[src/design/dss_pkg.sv]
// ----------------------------------------------------------------------------
// dss_pkg
// Shared constants, register indexes, controller states and the command and
// status bundles between the seek scheduler controller and datapath.
// ----------------------------------------------------------------------------
package dss_pkg;

    localparam int MAX_REQUESTS  = 64;
    localparam int TRACK_BITS    = 16;
    localparam int TOTAL_BITS    = 22;
    localparam int CFG_ADDR_BITS = 1;
    localparam int CFG_DATA_BITS = 16;

    // configuration register indexes
    localparam logic [CFG_ADDR_BITS-1:0] REG_MODE       = 1'd0;
    localparam logic [CFG_ADDR_BITS-1:0] REG_START_HEAD = 1'd1;

    // service order codes
    localparam logic MODE_FCFS = 1'b0;
    localparam logic MODE_LOOK = 1'b1;

    typedef enum logic [2:0] {
        ST_LOAD,
        ST_SETUP,
        ST_FETCH,
        ST_CAPTURE,
        ST_SCAN,
        ST_FLUSH,
        ST_PICK,
        ST_EMIT
    } t_state;

    typedef struct packed {
        logic load;
        logic setup;
        logic scan_issue;
        logic capture;
        logic pass_switch;
        logic emit;
        logic finish;
    } t_dp_cmd;

    typedef struct packed {
        logic fcfs;
        logic found;
        logic scan_last;
        logic out_free;
        logic last_res;
        logic pass_down;
    } t_dp_stat;

endpackage

[src/design/dss_ram.sv]
// ----------------------------------------------------------------------------
// dss_ram
// Generic single-write, single-read memory with a registered read port.
// ----------------------------------------------------------------------------
module dss_ram #(
    parameter int WIDTH = 16,
    parameter int DEPTH = 64
) (
    input  logic                     i_clk,
    input  logic                     i_we,
    input  logic [$clog2(DEPTH)-1:0] i_waddr,
    input  logic [WIDTH-1:0]         i_wdata,
    input  logic [$clog2(DEPTH)-1:0] i_raddr,
    output logic [WIDTH-1:0]         o_rdata
);

    logic [WIDTH-1:0] r_mem [DEPTH];
    logic [WIDTH-1:0] r_rdata;

    always_ff @(posedge i_clk) begin
        if (i_we) begin
            r_mem[i_waddr] <= i_wdata;
        end
        r_rdata <= r_mem[i_raddr];
    end

    assign o_rdata = r_rdata;

endmodule

[src/design/dss_ctrl.sv]
// ----------------------------------------------------------------------------
// dss_ctrl
// Sequencer of the seek scheduler: load phase, then one fetch (FCFS) or one
// full store scan (LOOK) per served request, then the result hand-off.
// ----------------------------------------------------------------------------
module dss_ctrl (
    input  logic             i_clk,
    input  logic             i_rst_n,
    input  logic             i_in_valid,
    input  logic             i_in_last,
    input  dss_pkg::t_dp_stat i_stat,
    output dss_pkg::t_dp_cmd  o_cmd,
    output logic             o_in_ready
);

    dss_pkg::t_state r_state;
    dss_pkg::t_state n_state;

    always_ff @(posedge i_clk) begin
        if (!i_rst_n) begin
            r_state <= dss_pkg::ST_LOAD;
        end else begin
            r_state <= n_state;
        end
    end

    always_comb begin
        n_state = r_state;
        unique case (r_state)
            dss_pkg::ST_LOAD: begin
                if (i_in_valid && i_in_last) begin
                    n_state = dss_pkg::ST_SETUP;
                end
            end
            dss_pkg::ST_SETUP: begin
                n_state = i_stat.fcfs ? dss_pkg::ST_FETCH : dss_pkg::ST_SCAN;
            end
            dss_pkg::ST_FETCH: begin
                n_state = dss_pkg::ST_CAPTURE;
            end
            dss_pkg::ST_CAPTURE: begin
                n_state = dss_pkg::ST_EMIT;
            end
            dss_pkg::ST_SCAN: begin
                if (i_stat.scan_last) begin
                    n_state = dss_pkg::ST_FLUSH;
                end
            end
            dss_pkg::ST_FLUSH: begin
                n_state = dss_pkg::ST_PICK;
            end
            dss_pkg::ST_PICK: begin
                priority if (i_stat.found) begin
                    n_state = dss_pkg::ST_EMIT;
                end else if (!i_stat.pass_down) begin
                    n_state = dss_pkg::ST_SCAN;
                end else begin
                    n_state = dss_pkg::ST_LOAD;
                end
            end
            dss_pkg::ST_EMIT: begin
                if (i_stat.out_free) begin
                    priority if (i_stat.last_res) begin
                        n_state = dss_pkg::ST_LOAD;
                    end else if (i_stat.fcfs) begin
                        n_state = dss_pkg::ST_FETCH;
                    end else begin
                        n_state = dss_pkg::ST_SCAN;
                    end
                end
            end
            default: begin
                n_state = dss_pkg::ST_LOAD;
            end
        endcase
    end

    always_comb begin
        o_cmd      = '0;
        o_in_ready = 1'b0;
        unique case (r_state)
            dss_pkg::ST_LOAD: begin
                o_in_ready = 1'b1;
                o_cmd.load = i_in_valid;
            end
            dss_pkg::ST_SETUP: begin
                o_cmd.setup = 1'b1;
            end
            dss_pkg::ST_FETCH: begin
                o_cmd = '0;
            end
            dss_pkg::ST_CAPTURE: begin
                o_cmd.capture = 1'b1;
            end
            dss_pkg::ST_SCAN: begin
                o_cmd.scan_issue = 1'b1;
            end
            dss_pkg::ST_FLUSH: begin
                o_cmd = '0;
            end
            dss_pkg::ST_PICK: begin
                // empty upward pass: turn around; empty downward pass: close batch
                o_cmd.pass_switch = !i_stat.found && !i_stat.pass_down;
                o_cmd.finish      = !i_stat.found && i_stat.pass_down;
            end
            dss_pkg::ST_EMIT: begin
                o_cmd.emit   = i_stat.out_free;
                o_cmd.finish = i_stat.out_free && i_stat.last_res;
            end
            default: begin
                o_cmd = '0;
            end
        endcase
    end

endmodule

[src/design/dss_dp.sv]
// ----------------------------------------------------------------------------
// dss_dp
// Datapath of the seek scheduler: request store, configuration registers,
// scan compare against the last served request, seek arithmetic and the
// output register.
// ----------------------------------------------------------------------------
module dss_dp #(
    parameter int MAX_REQUESTS = dss_pkg::MAX_REQUESTS,
    parameter int TRACK_BITS   = dss_pkg::TRACK_BITS
) (
    input  logic                              i_clk,
    input  logic                              i_rst_n,
    input  dss_pkg::t_dp_cmd                  i_cmd,
    output dss_pkg::t_dp_stat                 o_stat,
    input  logic [TRACK_BITS-1:0]             i_track,
    input  logic                              i_cfg_valid,
    input  logic [dss_pkg::CFG_ADDR_BITS-1:0] i_cfg_addr,
    input  logic [dss_pkg::CFG_DATA_BITS-1:0] i_cfg_data,
    input  logic                              i_out_ready,
    output logic                              o_out_valid,
    output logic [TRACK_BITS-1:0]             o_served_track,
    output logic [TRACK_BITS-1:0]             o_seek_distance,
    output logic [dss_pkg::TOTAL_BITS-1:0]    o_total_seek,
    output logic                              o_last_served,
    output logic                              o_dropped
);

    localparam int IDX_W = $clog2(MAX_REQUESTS);
    localparam int CNT_W = $clog2(MAX_REQUESTS + 1);
    localparam int TOT_W = dss_pkg::TOTAL_BITS;
    localparam int CFG_W = dss_pkg::CFG_DATA_BITS;

    // configuration
    logic                  r_mode;
    logic [TRACK_BITS-1:0] r_start_head;
    logic [CFG_W+TRACK_BITS-1:0] cfg_ext;

    // batch state
    logic [CNT_W-1:0]      r_count;
    logic                  r_overflow;
    logic                  r_fcfs;
    logic [TRACK_BITS-1:0] r_base;
    logic [TRACK_BITS-1:0] r_head;
    logic [TOT_W-1:0]      r_sum;
    logic [CNT_W-1:0]      r_k;
    logic                  r_pass_down;

    // scan state
    logic [IDX_W-1:0]      r_rd_idx;
    logic                  r_cv;
    logic [IDX_W-1:0]      r_ci;
    logic                  r_found;
    logic [TRACK_BITS-1:0] r_best_trk;
    logic [IDX_W-1:0]      r_best_idx;
    logic                  r_prev_vld;
    logic [TRACK_BITS-1:0] r_prev_trk;
    logic [IDX_W-1:0]      r_prev_idx;

    // output register
    logic                  r_out_vld;
    logic [TRACK_BITS-1:0] r_out_trk;
    logic [TRACK_BITS-1:0] r_out_dist;
    logic [TOT_W-1:0]      r_out_total;
    logic                  r_out_last;
    logic                  r_out_drop;

    logic                  store_we;
    logic [IDX_W-1:0]      raddr;
    logic [TRACK_BITS-1:0] rd_trk;
    logic                  above;
    logic                  same_after;
    logic                  after_up;
    logic                  after_dn;
    logic                  elig;
    logic                  better;
    logic                  take;
    logic [TRACK_BITS-1:0] seek_dist;
    logic [TRACK_BITS+TOT_W-1:0] dist_ext;
    logic [TOT_W-1:0]      sum_new;
    logic                  last_res;
    logic                  out_free;

    assign cfg_ext  = {{TRACK_BITS{1'b0}}, i_cfg_data};
    assign store_we = i_cmd.load && (r_count < CNT_W'(MAX_REQUESTS));
    assign raddr    = r_fcfs ? r_k[IDX_W-1:0] : r_rd_idx;

    dss_ram #(
        .WIDTH (TRACK_BITS),
        .DEPTH (MAX_REQUESTS)
    ) u_store (
        .i_clk   (i_clk),
        .i_we    (store_we),
        .i_waddr (r_count[IDX_W-1:0]),
        .i_wdata (i_track),
        .i_raddr (raddr),
        .o_rdata (rd_trk)
    );

    // LOOK selection: the next request is the nearest one past the last
    // served (track, index) key in the direction of the current pass;
    // equal tracks go out in arrival order.
    always_comb begin
        above      = rd_trk >= r_base;
        same_after = (rd_trk == r_prev_trk) && (r_ci > r_prev_idx);
        after_up   = !r_prev_vld || (rd_trk > r_prev_trk) || same_after;
        after_dn   = !r_prev_vld || (rd_trk < r_prev_trk) || same_after;
        elig       = r_pass_down ? (!above && after_dn) : (above && after_up);
        better     = !r_found || (r_pass_down ? (rd_trk > r_best_trk)
                                              : (rd_trk < r_best_trk));
        take       = r_cv && elig && better;
    end

    always_comb begin
        seek_dist = (r_best_trk >= r_head) ? (r_best_trk - r_head)
                                           : (r_head - r_best_trk);
        dist_ext  = {{TOT_W{1'b0}}, seek_dist};
        sum_new   = r_sum + dist_ext[TOT_W-1:0];
        last_res  = (r_k + CNT_W'(1)) == r_count;
        out_free  = !r_out_vld || i_out_ready;
    end

    always_ff @(posedge i_clk) begin
        if (!i_rst_n) begin
            r_mode       <= dss_pkg::MODE_FCFS;
            r_start_head <= '0;
        end else if (i_cfg_valid) begin
            unique case (i_cfg_addr)
                dss_pkg::REG_MODE:       r_mode       <= i_cfg_data[0];
                dss_pkg::REG_START_HEAD: r_start_head <= cfg_ext[TRACK_BITS-1:0];
                default: ;
            endcase
        end
    end

    // request count and drop flag
    always_ff @(posedge i_clk) begin
        if (!i_rst_n) begin
            r_count    <= '0;
            r_overflow <= 1'b0;
        end else if (i_cmd.finish) begin
            r_count    <= '0;
            r_overflow <= 1'b0;
        end else if (i_cmd.load) begin
            if (store_we) begin
                r_count <= r_count + CNT_W'(1);
            end else begin
                r_overflow <= 1'b1;
            end
        end
    end

    // batch progress
    always_ff @(posedge i_clk) begin
        if (!i_rst_n) begin
            r_fcfs      <= 1'b1;
            r_base      <= '0;
            r_head      <= '0;
            r_sum       <= '0;
            r_k         <= '0;
            r_pass_down <= 1'b0;
            r_prev_vld  <= 1'b0;
            r_found     <= 1'b0;
            r_rd_idx    <= '0;
            r_cv        <= 1'b0;
        end else begin
            r_cv <= i_cmd.scan_issue;
            if (i_cmd.scan_issue) begin
                r_rd_idx <= r_rd_idx + IDX_W'(1);
            end
            if (take) begin
                r_found <= 1'b1;
            end
            if (i_cmd.setup) begin
                r_fcfs      <= (r_mode == dss_pkg::MODE_FCFS);
                r_base      <= r_start_head;
                r_head      <= r_start_head;
                r_sum       <= '0;
                r_k         <= '0;
                r_pass_down <= 1'b0;
                r_prev_vld  <= 1'b0;
                r_found     <= 1'b0;
                r_rd_idx    <= '0;
            end
            if (i_cmd.pass_switch) begin
                r_pass_down <= 1'b1;
                r_prev_vld  <= 1'b0;
                r_found     <= 1'b0;
                r_rd_idx    <= '0;
            end
            if (i_cmd.emit) begin
                r_head     <= r_best_trk;
                r_sum      <= sum_new;
                r_k        <= r_k + CNT_W'(1);
                r_prev_vld <= 1'b1;
                r_found    <= 1'b0;
                r_rd_idx   <= '0;
            end
        end
    end

    always_ff @(posedge i_clk) begin
        r_ci <= r_rd_idx;
        if (take) begin
            r_best_trk <= rd_trk;
            r_best_idx <= r_ci;
        end
        if (i_cmd.capture) begin
            r_best_trk <= rd_trk;
        end
        if (i_cmd.emit) begin
            r_prev_trk <= r_best_trk;
            r_prev_idx <= r_best_idx;
        end
    end

    // output register: hold while the receiver stalls
    always_ff @(posedge i_clk) begin
        if (!i_rst_n) begin
            r_out_vld <= 1'b0;
        end else if (i_cmd.emit) begin
            r_out_vld <= 1'b1;
        end else if (i_out_ready) begin
            r_out_vld <= 1'b0;
        end
    end

    always_ff @(posedge i_clk) begin
        if (i_cmd.emit) begin
            r_out_trk   <= r_best_trk;
            r_out_dist  <= seek_dist;
            r_out_total <= sum_new;
            r_out_last  <= last_res;
            r_out_drop  <= r_overflow;
        end
    end

    // during setup the order is decided from the mode register directly
    assign o_stat.fcfs      = i_cmd.setup ? (r_mode == dss_pkg::MODE_FCFS) : r_fcfs;
    assign o_stat.found     = r_found;
    assign o_stat.scan_last = (CNT_W'(r_rd_idx) + CNT_W'(1)) == r_count;
    assign o_stat.out_free  = out_free;
    assign o_stat.last_res  = last_res;
    assign o_stat.pass_down = r_pass_down;

    assign o_out_valid     = r_out_vld;
    assign o_served_track  = r_out_trk;
    assign o_seek_distance = r_out_dist;
    assign o_total_seek    = r_out_total;
    assign o_last_served   = r_out_last;
    assign o_dropped       = r_out_drop;

endmodule

[src/design/disk_seek_scheduler.sv]
// ----------------------------------------------------------------------------
// disk_seek_scheduler
// Batch disk-track scheduler with first-come-first-served and LOOK ordering.
// ----------------------------------------------------------------------------
// Usage:
//   Write mode (index 0) and start_head (index 1) on the cfg channel while
//   the block is idle. Send track requests on the s_axis channel, one beat
//   per cycle; tlast marks the final request of a batch. Requests beyond
//   MAX_REQUESTS are discarded and every result of that batch has tuser set.
//   After the tlast beat the input closes and the batch comes out on m_axis,
//   one beat per request, tlast on the final one.
//   Emission starts with a setup step. FCFS produces each result by a store
//   read, a capture and the hand-off. LOOK scans the whole store through its
//   single read port for every result, plus one extra scan when the upward
//   pass runs out.
//   Reset clears the control state, counters and configuration; the request
//   store keeps its contents and needs no clearing pass.
//   A stalled receiver holds the result in the output register and the
//   sequencer waits; the next batch may load while the final result waits.
// ----------------------------------------------------------------------------
module disk_seek_scheduler #(
    parameter int MAX_REQUESTS = dss_pkg::MAX_REQUESTS,
    parameter int TRACK_BITS   = dss_pkg::TRACK_BITS
) (
    input  logic                                  i_clk,
    input  logic                                  i_rst_n,
    // configuration write channel
    input  logic                                  i_cfg_valid,
    output logic                                  o_cfg_ready,
    input  logic [dss_pkg::CFG_ADDR_BITS-1:0]     i_cfg_addr,
    input  logic [dss_pkg::CFG_DATA_BITS-1:0]     i_cfg_data,
    // request stream
    input  logic                                  i_s_axis_tvalid,
    output logic                                  o_s_axis_tready,
    input  logic [((TRACK_BITS+7)/8)*8-1:0]       i_s_axis_tdata,  // track
    input  logic                                  i_s_axis_tlast,
    // result stream
    output logic                                  o_m_axis_tvalid,
    input  logic                                  i_m_axis_tready,
    // served_track, seek_distance, total_seek
    output logic [((2*TRACK_BITS+dss_pkg::TOTAL_BITS+7)/8)*8-1:0] o_m_axis_tdata,
    output logic                                  o_m_axis_tlast,
    output logic                                  o_m_axis_tuser   // dropped
);

    localparam int OUT_W = ((2*TRACK_BITS+dss_pkg::TOTAL_BITS+7)/8)*8;

    dss_pkg::t_dp_cmd  cmd;
    dss_pkg::t_dp_stat stat;

    logic [TRACK_BITS-1:0]          served_track;
    logic [TRACK_BITS-1:0]          seek_distance;
    logic [dss_pkg::TOTAL_BITS-1:0] total_seek;

    dss_ctrl u_ctrl (
        .i_clk      (i_clk),
        .i_rst_n    (i_rst_n),
        .i_in_valid (i_s_axis_tvalid),
        .i_in_last  (i_s_axis_tlast),
        .i_stat     (stat),
        .o_cmd      (cmd),
        .o_in_ready (o_s_axis_tready)
    );

    dss_dp #(
        .MAX_REQUESTS (MAX_REQUESTS),
        .TRACK_BITS   (TRACK_BITS)
    ) u_dp (
        .i_clk           (i_clk),
        .i_rst_n         (i_rst_n),
        .i_cmd           (cmd),
        .o_stat          (stat),
        .i_track         (i_s_axis_tdata[TRACK_BITS-1:0]),
        .i_cfg_valid     (i_cfg_valid),
        .i_cfg_addr      (i_cfg_addr),
        .i_cfg_data      (i_cfg_data),
        .i_out_ready     (i_m_axis_tready),
        .o_out_valid     (o_m_axis_tvalid),
        .o_served_track  (served_track),
        .o_seek_distance (seek_distance),
        .o_total_seek    (total_seek),
        .o_last_served   (o_m_axis_tlast),
        .o_dropped       (o_m_axis_tuser)
    );

    assign o_cfg_ready    = 1'b1;
    assign o_m_axis_tdata = OUT_W'({total_seek, seek_distance, served_track});

endmodule

[config.mk]
export PLATFORM = sky130hd
export DESIGN_NAME = disk_seek_scheduler
export DESIGN_NICKNAME = d
export VERILOG_FILES = /design/src/design/dss_pkg.sv /design/src/design/dss_ram.sv /design/src/design/dss_ctrl.sv /design/src/design/dss_dp.sv /design/src/design/disk_seek_scheduler.sv
export SDC_FILE = /design/constraint.sdc
export NUM_CORES = 2
export LEC_CHECK = 0
export ABC_CLOCK_PERIOD_IN_PS = 9700
export CAP_MARGIN = 20
export CORE_MARGIN = 8
export CORE_UTILIZATION = 35
export CTS_CLUSTER_SIZE = 16
export DETAILED_ROUTE_END_ITERATION = 7
export DONT_BUFFER_PORTS = 1
export RECOVER_POWER = 25
export REMOVE_ABC_BUFFERS = 1
export SYNTH_ARGS = -nofsm -noshare
export SYNTH_HDL_FRONTEND = slang
export SYNTH_SLANG_ARGS = --single-unit
[constraint.sdc]
create_clock -name i_clk -period 9.7 [get_ports i_clk]
set_input_delay 1.94 -clock i_clk [delete_from_list [all_inputs] [get_ports i_clk]]
set_output_delay 1.94 -clock i_clk [all_outputs]
set_load 0.02 [all_outputs]
==> metrics.txt <==
first-pass GRT wire length 180000 um; hold depth 0; FF+latch area 35700 um^2; worst reg2reg setup slack 4.19 ns; worst r2r dst u_dp.o_total_seek[19]$_DFFE_PP_; Tmin final 5.51 ns; starting density of the core 0.353; cts hold-fix bufs 0; crit end category flop; pwr dens 212 nW/um^2; FFs w/ async S/R, synth 0; sequential area share after synthesis 0.704; Hold EP u_dp.r_prev_idx[2]$_DFFE_PP_; Via density 5.32; WP data required 10.20 ns; total track usage 0.150; RSZ-0062 raised after global routing no; Max Root-Sink Buffers 3; clk slew on worst S/H paths 0.06 ns; Slowest cell on crit path a31oi_2; post-synth cell types 73; Multi-input gate area 13900 um^2; drt drc 0; VDD IR max 0.183 mV; num rows 139; die area 157000 um^2; beginning of the worst register-to-register path u_dp.r_best_trk[0]$_DFFE_PP_; fin crit share 0.568; maxcap violations 0; Worst Tran Pin Value 1.09 ns; clock latency on the worst-skew pair 0.75 ns; cell chain of the critical path inv_1, ha_1, fa_1, o21ai_1, a31oi_2, a31oi_2, nor2_1, a21oi_1, ha_1, a21o_1, a21oi_1, o211ai_1, a41oi_1, a21oi_1, a311oi_2, nor2_1, xor2_1; post-CTS sizing 0; Worst Setup Path Type reg -> reg; Chip Height 397 um; wire length per cell 23.9 um; Post-synth EDFFs 1108; CTS Buf Count 131; area growth from synthesis to layout 12.7%; chip width 397 um; H-tree Lvls 4; IO Count 100; vias in the first global route 26600; Layout fillers 13100; number of synthesis warnings 0; min-delay src u_dp.r_best_idx[2]$_DFFE_PP_; predominant post-synthesis flop cell edfxtp_1; Max Clk Rate 181 MHz; CP peak stage delay 0.72 ns; Worst R2R Path Depth 17; Slew Limit Fails 0; Worst Path Buf+Inv 1; Initial DRC Count 2184; dpl hpwl 70500 um; Final setup viols 0; CP max FO 16; critical path startpoint category flop; ratio of cells with drive above 1 in the final layout 0.172; Worst Setup Slack, final 4.19 ns; clock sink count 1231; First-pass DRT Iterations 5; most frequent cells in the layout edfxtp_1 (1108), nand2_1 (265), mux4_2 (256), clkbuf_16 (133), dfxtp_1 (123); area of the mapped netlist 50700 um^2; critical path depth 17; Overflow after GRT 0; Crit path top cell by count a21oi_1; WL final 121000 um; Place WS 4.28 ns; Tot Pwr 12100 uW; leak pwr 0.0188 uW; slew margin rel. 0.269; core box area 144000 um^2; final hold vios 0; minimum hold slack 0.418 ns; HP Class reg -> reg; Setup Fix Bufs, Post-CTS 0; Synth Instances 2992; status complete, no violations; Crit path max-delay family compound AO/OA/AOI/OAI gates; port buffer count 0; CP Data Arrival Time 6.01 ns; Mapped Avg Cell Area 17.0 um^2; clock root cell clkbuf_16; TritonCTS clock tree yes; vias 26800; register bit total from synthesis 1231; Detail Route Antenna Nets 0; clk_skew 0.0514 ns; Final nets 3195; largest net degree at the start of global routing 129; initial antenna violation count 1; commonest non-fill, non-tap cell in the layout edfxtp_1; GPL Wtd Cong 0.817
logic make-up (layout without fill, tap and decap cells):
kind of cell    after synthesis  count (layout)  share of synthesized area
mux                         271             271                      0.117
xor+xnor                     62              62                     0.0107
fa+ha+maj                   107             107                     0.0268
other cells                   2               4                   0.000148
flops                      1231            1231                      0.704
simple gates                591             591                     0.0536
compound gates              472             472                     0.0643
buf+inv                     256             407                     0.0230
flip-flops by register name, indices dropped and copies added (netlist names), 16 cells and up:
register / count
u_dp.o_seek_distance: 16
u_dp.o_total_seek: 22
u_dp.r_base: 16
u_dp.r_best_trk: 16
u_dp.r_head: 16
u_dp.r_prev_trk: 16
u_dp.r_start_head: 16
u_dp.r_sum: 22
u_dp.u_store.o_rdata: 16
u_dp.u_store.r_mem: 1024
area by class of cell:
| type | instances | area share |
|---|---|---|
| diodes | 1 | 0.0000438 |
| well taps | 1903 | 0.0417 |
| multi-input cells | 1506 | 0.244 |
| inverters | 92 | 0.00604 |
| repair buffers | 87 | 0.0132 |
| clock inverters | 68 | 0.0100 |
| flip-flops and latches | 1231 | 0.625 |
| clock buffers | 160 | 0.0602 |
worst max-delay path by stage:
stage | startpoint | end | slack, ns
2_1_floorplan | u_dp.r_fcfs$_SDFF_PN1_ | u_dp.u_store.o_rdata[0]$_DFF_P_ | -6.46
3_3_place_gp | u_dp.r_best_trk[0]$_DFFE_PP_ | u_dp.o_total_seek[21]$_DFFE_PP_ | 4.24
3_5_place_dp | u_dp.r_best_trk[0]$_DFFE_PP_ | u_dp.o_total_seek[19]$_DFFE_PP_ | 4.28
4_1_cts | u_dp.r_best_trk[0]$_DFFE_PP_ | u_dp.o_total_seek[19]$_DFFE_PP_ | 4.23
5_1_grt | u_dp.r_best_trk[0]$_DFFE_PP_ | u_dp.o_total_seek[17]$_DFFE_PP_ | 3.79
6_report | u_dp.r_best_trk[0]$_DFFE_PP_ | u_dp.o_total_seek[19]$_DFFE_PP_ | 4.19
synthesized netlist by cell type, types with 25 or more instances:
master	instances	area (um^2)
a211oi_1	85	638
nand2_1	265	995
xnor2_1	32	280
dfxtp_1	123	2460
a31oi_1	54	338
xor2_1	30	263
inv_1	92	345
buf_2	37	185
and2_1	76	475
a21oi_1	88	440
clkbuf_1	89	334
nand3_1	26	130
mux4_2	256	5770
ha_1	104	1300
a21boi_0	38	285
o21ai_0	50	250
a21o_1	25	188
a311oi_1	34	298
edfxtp_1	1108	33300
nor2_1	120	450
power by group:
| part | internal, uW | switching [uW] | leakage [uW] |
|---|---|---|---|
| logic | 552 | 805 | 0.00589 |
| clock network | 2650 | 2060 | 0.00195 |
| registers | 5940 | 131 | 0.0110 |
per-layer routing:
metal  up-vias  GRT usage  wire (um)  share of wire
met5         -          0          0              0
met4         0     0.0416       2730          0.023
met3       170     0.0329       8300          0.069
met2       861      0.239      56800           0.47
met1     13900      0.209      53000           0.44
li1      11900          -          -              -
stage by stage:
stage / area [um^2] / TNS, ns / utilization / instances
finish: 57100 / 0 / 0.398 / 5048
global route: 57100 / 0 / 0.398 / 5047
CTS: 57100 / 0 / 0.398 / 5046
detailed placement: 53100 / 0 / 0.370 / 4818
global placement: 53100 / 0 / 0.369 / 4817
floorplan: 49900 / -103.37 / - / 2829
No activity file was read; power rests on OpenSTA's default activity.
